## config.mk

```make
export PLATFORM = sky130hd
export DESIGN_NAME = sbcm_ctrl
export DESIGN_NICKNAME = d
export VERILOG_FILES = /design/src/rtl/sbcm_pkg.sv /design/src/rtl/sbcm_ctrl.sv
export SDC_FILE = /design/constraint.sdc
export NUM_CORES = 1
export LEC_CHECK = 0
export BUFFER_PORTS_ARGS = -buffer_cell sky130_fd_sc_hd__clkbuf_2
export CELL_PAD_IN_SITES_DETAIL_PLACEMENT = 1
export CELL_PAD_IN_SITES_GLOBAL_PLACEMENT = 1
export CORE_AREA = 2 2 45 55
export DETAILED_ROUTE_END_ITERATION = 8
export DIE_AREA = 0 0 47 57
export GPL_TIMING_DRIVEN = 1
export PLACE_DENSITY = 0.85
export SYNTH_ARGS = -nofsm -noshare
export SYNTH_HDL_FRONTEND = slang
export SYNTH_SLANG_ARGS = --single-unit
```

## constraint.sdc

```tcl
create_clock -name clk -period 2.9 [get_ports clk]
set_input_delay 0.29 -clock clk [delete_from_list [all_inputs] [get_ports clk]]
set_output_delay 0.29 -clock clk [all_outputs]
set_load 0.02 [all_outputs]
```

## src/rtl/sbcm_pkg.sv

```systemverilog
// shared types, constants and command codes of the span buffer clip/merge block
`timescale 1ns / 1ps

package sbcm_pkg;

    localparam int LINES_DEF     = 512;
    localparam int SPL_DEF       = 16;
    localparam int COORD_MAX_DEF = 2048;

    localparam int XW        = 12;
    localparam int LINE_IN_W = 9;
    localparam int RNG_W     = 10;
    localparam int TOT_W     = 14;

    localparam logic [1:0] KIND_MERGE = 2'd0;
    localparam logic [1:0] KIND_CLIP  = 2'd1;
    localparam logic [1:0] KIND_RANGE = 2'd2;

    localparam int OP_W = 5;
    localparam logic [OP_W-1:0] OP_NONE    = 5'd0;
    localparam logic [OP_W-1:0] OP_CLR     = 5'd1;
    localparam logic [OP_W-1:0] OP_LOAD    = 5'd2;
    localparam logic [OP_W-1:0] OP_DEC     = 5'd3;
    localparam logic [OP_W-1:0] OP_M_CNT   = 5'd4;
    localparam logic [OP_W-1:0] OP_M_ARD   = 5'd5;
    localparam logic [OP_W-1:0] OP_M_ACAP  = 5'd6;
    localparam logic [OP_W-1:0] OP_M_ADEC  = 5'd7;
    localparam logic [OP_W-1:0] OP_M_BRD   = 5'd8;
    localparam logic [OP_W-1:0] OP_M_BCAP  = 5'd9;
    localparam logic [OP_W-1:0] OP_M_EMIT2 = 5'd10;
    localparam logic [OP_W-1:0] OP_M_FIN   = 5'd11;
    localparam logic [OP_W-1:0] OP_M_PUSH  = 5'd12;
    localparam logic [OP_W-1:0] OP_C_CNT   = 5'd13;
    localparam logic [OP_W-1:0] OP_C_RD    = 5'd14;
    localparam logic [OP_W-1:0] OP_C_CAP   = 5'd15;
    localparam logic [OP_W-1:0] OP_C_END   = 5'd16;
    localparam logic [OP_W-1:0] OP_R_RD    = 5'd17;
    localparam logic [OP_W-1:0] OP_R_CAP   = 5'd18;
    localparam logic [OP_W-1:0] OP_R_PUSH  = 5'd19;

    typedef struct packed {
        logic [1:0]           kind;
        logic [LINE_IN_W-1:0] line;
        logic [XW-1:0]        x_start;
        logic [XW-1:0]        x_end;
    } item_t;

    typedef struct packed {
        logic             span_valid;
        logic [XW-1:0]    span_begin;
        logic [XW-1:0]    span_finish;
        logic             last;
        logic             overflow;
        logic [RNG_W-1:0] range_first;
        logic [RNG_W-1:0] range_past_last;
        logic [TOT_W-1:0] span_total;
    } result_t;

    typedef struct packed {
        logic [OP_W-1:0] op;
    } cmd_t;

    typedef struct packed {
        logic       clr_last;
        logic       item_ok;
        logic [1:0] kind;
        logic       r_at_n;
        logic       drop;
        logic       emit2;
        logic       out_free;
        logic       clip_wait;
        logic       scan_last;
    } status_t;

endpackage

```

## src/rtl/sbcm_ctrl.sv

```systemverilog
// sequencer state machine of the span buffer clip/merge block
`timescale 1ns / 1ps

module sbcm_ctrl (
    input  logic              clk,
    input  logic              rst_n,
    input  logic              item_valid,
    input  sbcm_pkg::status_t status,
    output sbcm_pkg::cmd_t    cmd,
    output logic              idle
);
    import sbcm_pkg::*;

    localparam int ST_W = 5;
    localparam logic [ST_W-1:0] S_CLR     = 5'd0;
    localparam logic [ST_W-1:0] S_IDLE    = 5'd1;
    localparam logic [ST_W-1:0] S_DEC     = 5'd2;
    localparam logic [ST_W-1:0] S_M_CNT   = 5'd3;
    localparam logic [ST_W-1:0] S_M_ARD   = 5'd4;
    localparam logic [ST_W-1:0] S_M_ACAP  = 5'd5;
    localparam logic [ST_W-1:0] S_M_ADEC  = 5'd6;
    localparam logic [ST_W-1:0] S_M_BRD   = 5'd7;
    localparam logic [ST_W-1:0] S_M_BCAP  = 5'd8;
    localparam logic [ST_W-1:0] S_M_EMIT2 = 5'd9;
    localparam logic [ST_W-1:0] S_M_FIN   = 5'd10;
    localparam logic [ST_W-1:0] S_M_PUSH  = 5'd11;
    localparam logic [ST_W-1:0] S_C_CNT   = 5'd12;
    localparam logic [ST_W-1:0] S_C_RD    = 5'd13;
    localparam logic [ST_W-1:0] S_C_CAP   = 5'd14;
    localparam logic [ST_W-1:0] S_C_END   = 5'd15;
    localparam logic [ST_W-1:0] S_R_RD    = 5'd16;
    localparam logic [ST_W-1:0] S_R_CAP   = 5'd17;
    localparam logic [ST_W-1:0] S_R_PUSH  = 5'd18;

    logic [ST_W-1:0] state_reg;
    logic [ST_W-1:0] state_next;

    always_comb
    begin
        state_next = state_reg;
        cmd.op     = OP_NONE;
        case (state_reg)
            S_CLR:
            begin
                cmd.op = OP_CLR;
                if (status.clr_last)
                begin
                    state_next = S_IDLE;
                end
            end
            S_IDLE:
            begin
                if (item_valid)
                begin
                    cmd.op     = OP_LOAD;
                    state_next = S_DEC;
                end
            end
            S_DEC:
            begin
                cmd.op = OP_DEC;
                case (status.kind)
                    KIND_MERGE: state_next = status.item_ok ? S_M_CNT : S_M_PUSH;
                    KIND_CLIP:  state_next = status.item_ok ? S_C_CNT : S_C_END;
                    KIND_RANGE: state_next = S_R_RD;
                    default:    state_next = S_IDLE;
                endcase
            end
            S_M_CNT:
            begin
                cmd.op     = OP_M_CNT;
                state_next = S_M_ARD;
            end
            S_M_ARD:
            begin
                cmd.op     = OP_M_ARD;
                state_next = status.r_at_n ? S_M_ADEC : S_M_ACAP;
            end
            S_M_ACAP:
            begin
                cmd.op     = OP_M_ACAP;
                state_next = S_M_ARD;
            end
            S_M_ADEC:
            begin
                cmd.op     = OP_M_ADEC;
                state_next = status.drop ? S_M_PUSH : S_M_BRD;
            end
            S_M_BRD:
            begin
                cmd.op     = OP_M_BRD;
                state_next = status.r_at_n ? S_M_FIN : S_M_BCAP;
            end
            S_M_BCAP:
            begin
                cmd.op     = OP_M_BCAP;
                state_next = status.emit2 ? S_M_EMIT2 : S_M_BRD;
            end
            S_M_EMIT2:
            begin
                cmd.op     = OP_M_EMIT2;
                state_next = S_M_BRD;
            end
            S_M_FIN:
            begin
                cmd.op     = OP_M_FIN;
                state_next = S_M_PUSH;
            end
            S_M_PUSH:
            begin
                if (status.out_free)
                begin
                    cmd.op     = OP_M_PUSH;
                    state_next = S_IDLE;
                end
            end
            S_C_CNT:
            begin
                cmd.op     = OP_C_CNT;
                state_next = S_C_RD;
            end
            S_C_RD:
            begin
                cmd.op     = OP_C_RD;
                state_next = status.r_at_n ? S_C_END : S_C_CAP;
            end
            S_C_CAP:
            begin
                if (!status.clip_wait)
                begin
                    cmd.op     = OP_C_CAP;
                    state_next = S_C_RD;
                end
            end
            S_C_END:
            begin
                if (status.out_free)
                begin
                    cmd.op     = OP_C_END;
                    state_next = S_IDLE;
                end
            end
            S_R_RD:
            begin
                cmd.op     = OP_R_RD;
                state_next = S_R_CAP;
            end
            S_R_CAP:
            begin
                cmd.op     = OP_R_CAP;
                state_next = status.scan_last ? S_R_PUSH : S_R_RD;
            end
            S_R_PUSH:
            begin
                if (status.out_free)
                begin
                    cmd.op     = OP_R_PUSH;
                    state_next = S_IDLE;
                end
            end
            default:
            begin
                state_next = S_IDLE;
            end
        endcase
    end

    always_ff @(posedge clk or negedge rst_n)
    begin
        if (!rst_n)
        begin
            state_reg <= S_CLR;
        end
        else
        begin
            state_reg <= state_next;
        end
    end

    assign idle = (state_reg == S_IDLE);
endmodule

```

==> results.md <==
- Total power: 0.998 mW
- Status: completed
- Cts hold-fix bufs: 1
- Peak-usage layer in the global routing report: met2
- Place WS: 0.795 ns
- Num rows: 19
- Worst Setup Slack, final: slightly below 0.5 ns
- Routed Antenna Nets: 0
- CP Max Fanout: 22
- Number of enable flip-flop cells after synthesis: 0
- Post-Synthesis Cells: 114
- Max Freq: a little over 400 MHz
- Slew Limit Headroom: 55.6%
- Die area: 2680 µm²
- Final HPWL DP: between 1.5 and 2 mm
- Crit Path Category: flip-flop to output pin
- Worst-margin pin slew: 0.666 ns
- CORE AREA: between 2000 and 2500 µm²
- RR Startpoint: state_reg[0]
- Skew-Pair Late Insertion Delay: ~0.25 ns
- Number of global-route vias before repair: 947
- VDD IR max: 0.424 mV
- Max reg flops: 5
- Yosys warns: 0
- Clk_skew: approximately 0.0041 ns
- I/O pin count: 19
- Setup violators final: 0
- Top FF cell, synth: dfrtp_1
- Mean post-synth cell area: 7.12 µm²
- DRT Pass-1 Iters: 4
- Width of the die: 47 µm
- Layout Nets: 142
- Area Overhead vs Synth: 13.4%
- CTS Buf Count: 3
- GR Util met1: between 20% and 30%
- Final hold violations: 0
- Antenna violations before repair: 0
- GR Overflow Total: 0
- Clk buf depth: 2
- Fin Hold WS: 0.375 ns
- Tcrit/Tclk final: approximately 83%
- CTS tree: built
- RSZ-0062 raised after global routing: false
- Final Wtd Congestion: 0.855
- Height of the die: around 57 µm
- Worst hold start: status[7]
- Startpoint types: flip-flop
- Worst r2r dst: state_reg[0]
- Syn_nets: 127
- Cell area after layout: 921 µm²
- Number of setup buffers added after CTS: 0
- Final setup TNS: 0 ns
- Routed WL: around 2.4 mm
- Clk root buf: clkbuf_4
- H-tree levels: 1
- Commonest non-fill, non-tap cells in the layout: clkbuf_2, nor2_1, nand2_1, o21ai_0, a21oi_1
- PortBufs: 18
- Vias per std cell: 5.73
- Setup crit end kind: output pin
- Clock edge transition at the registers on the reported setup and hold paths: 0.04 ns
- Via count: 911
- DP Area: 885 µm²
- Layout cells sized above 1: 24.2%
- Reg2Reg Depth: 4
- Max-Cap Viols: 0
- GRT Overall Usage: 21.6%
- Sequential share of the synthesized area: 15.4%
- Power per cell area: 1080 nW/µm²
- #FFs+latches synth: 5
- Lkg Pwr: roughly 0.39 nW
- Hold path cells: 3
- Hold Path Sink: state_reg[4]
- Post-synthesis cell type count: 45
- Worst Path Arrival: approximately 2.1 ns
- Met3 Usage GRT: 2.22%
- Residual DRC count: 0
- Clock sink total: 5
- Drt initial violations: 10
- Max Transition Viols Final: 0
- FFs w/ async S/R, synth: 100%
- R2R Setup Slk: 0.88 ns
- Crit path time final: 2.41 ns
- Starting density of the core: 37.1%
- Critical Path RT: 2.61 ns
- First-pass GRT wire length: 4.37 mm
- Most common cell after layout, fill and taps aside: clkbuf_2
- Hold WC Path Type: input port to flip-flop
- Post_cts resized: 0
- Netlist Area Pre-Place: 812 µm²
- Largest net degree at the start of global routing: 24
- M2 GR Usage: 32.5%
- Diodes inserted: 0
- Drt wl/cell: 15.4 µm
## worst max-delay path: stages (launching register included)
cell and delay [ns]:
dfrtp_1 0.76, nor2b_2 0.33, a32oi_1 0.14, nand2_1 0.08
o21ai_0 0.08, a211oi_1 0.25, clkbuf_2 0.21
## worst max path at each step
stage,from,to,slack [ns],cells after the start
after CTS,state_reg[4],cmd[0],0.51,6
after global placement,state_reg[0],cmd[2],0.84,4
after detailed placement,state_reg[4],cmd[0],0.80,6
after global routing,state_reg[4],cmd[0],0.32,6
final,state_reg[4],cmd[0],0.49,6
after floorplan,state_reg[2],cmd[2],0.62,5
## where the power goes
part	switching, mW	leakage, nW	internal, mW
clock	0.0343	0.0150	0.0524
combinational	0.390	0.306	0.296
sequential	0.128	0.0646	0.0972
total	0.552	0.385	0.445
## per-stage QoR
step           instances  util, %
3_3_place_gp         154     40.4
2_1_floorplan        114        -
6_report             159     42.1
3_5_place_dp         154     40.4
5_1_grt              159     42.1
4_1_cts              159     42.1
## cell usage after synthesis (3+ instances only)
library cell | count | area share (%)
inv_1 | 5 | 2.3
o21ai_1 | 5 | 3.1
nor2_1 | 11 | 5.1
buf_6 | 3 | 4.2
dfrtp_1 | 5 | 15
nand2_1 | 11 | 5.1
a21oi_1 | 6 | 3.7
o21ai_0 | 8 | 4.9
nor3_1 | 4 | 2.5
nand3_1 | 3 | 1.8
buf_2 | 6 | 3.7
o211ai_1 | 4 | 3.7
nand2b_1 | 5 | 3.9
nor2b_1 | 3 | 2.3
## cell type report
cell class                      count  area (µm²)
Fill cell                         303        1270
Timing Repair Buffer               21         115
Clock buffer                        4        26.3
Tap cell                           31        38.8
Multi-Input combinational cell     93         597
Inverter                            5        18.8
Sequential cell                     5         125
## per-layer routing
| layer | routed length, µm | vias to the layer above |
|---|---|---|
| li1 | - | 446 |
| met1 | 1100 | 440 |
| met2 | 1260 | 20 |
| met3 | 43 | 5 |
| met4 | 53 | 0 |
| met5 | 0 | - |
## logic make-up after synthesis
kind of cell	share of synthesized area, %
AO/OA/AOI/OAI	36.1
buffers and inverters	11.1
flip-flops	15.4
multiplexers	4.31
AND/OR/NAND/NOR	33.1
No activity file was read; power rests on OpenSTA's default activity.
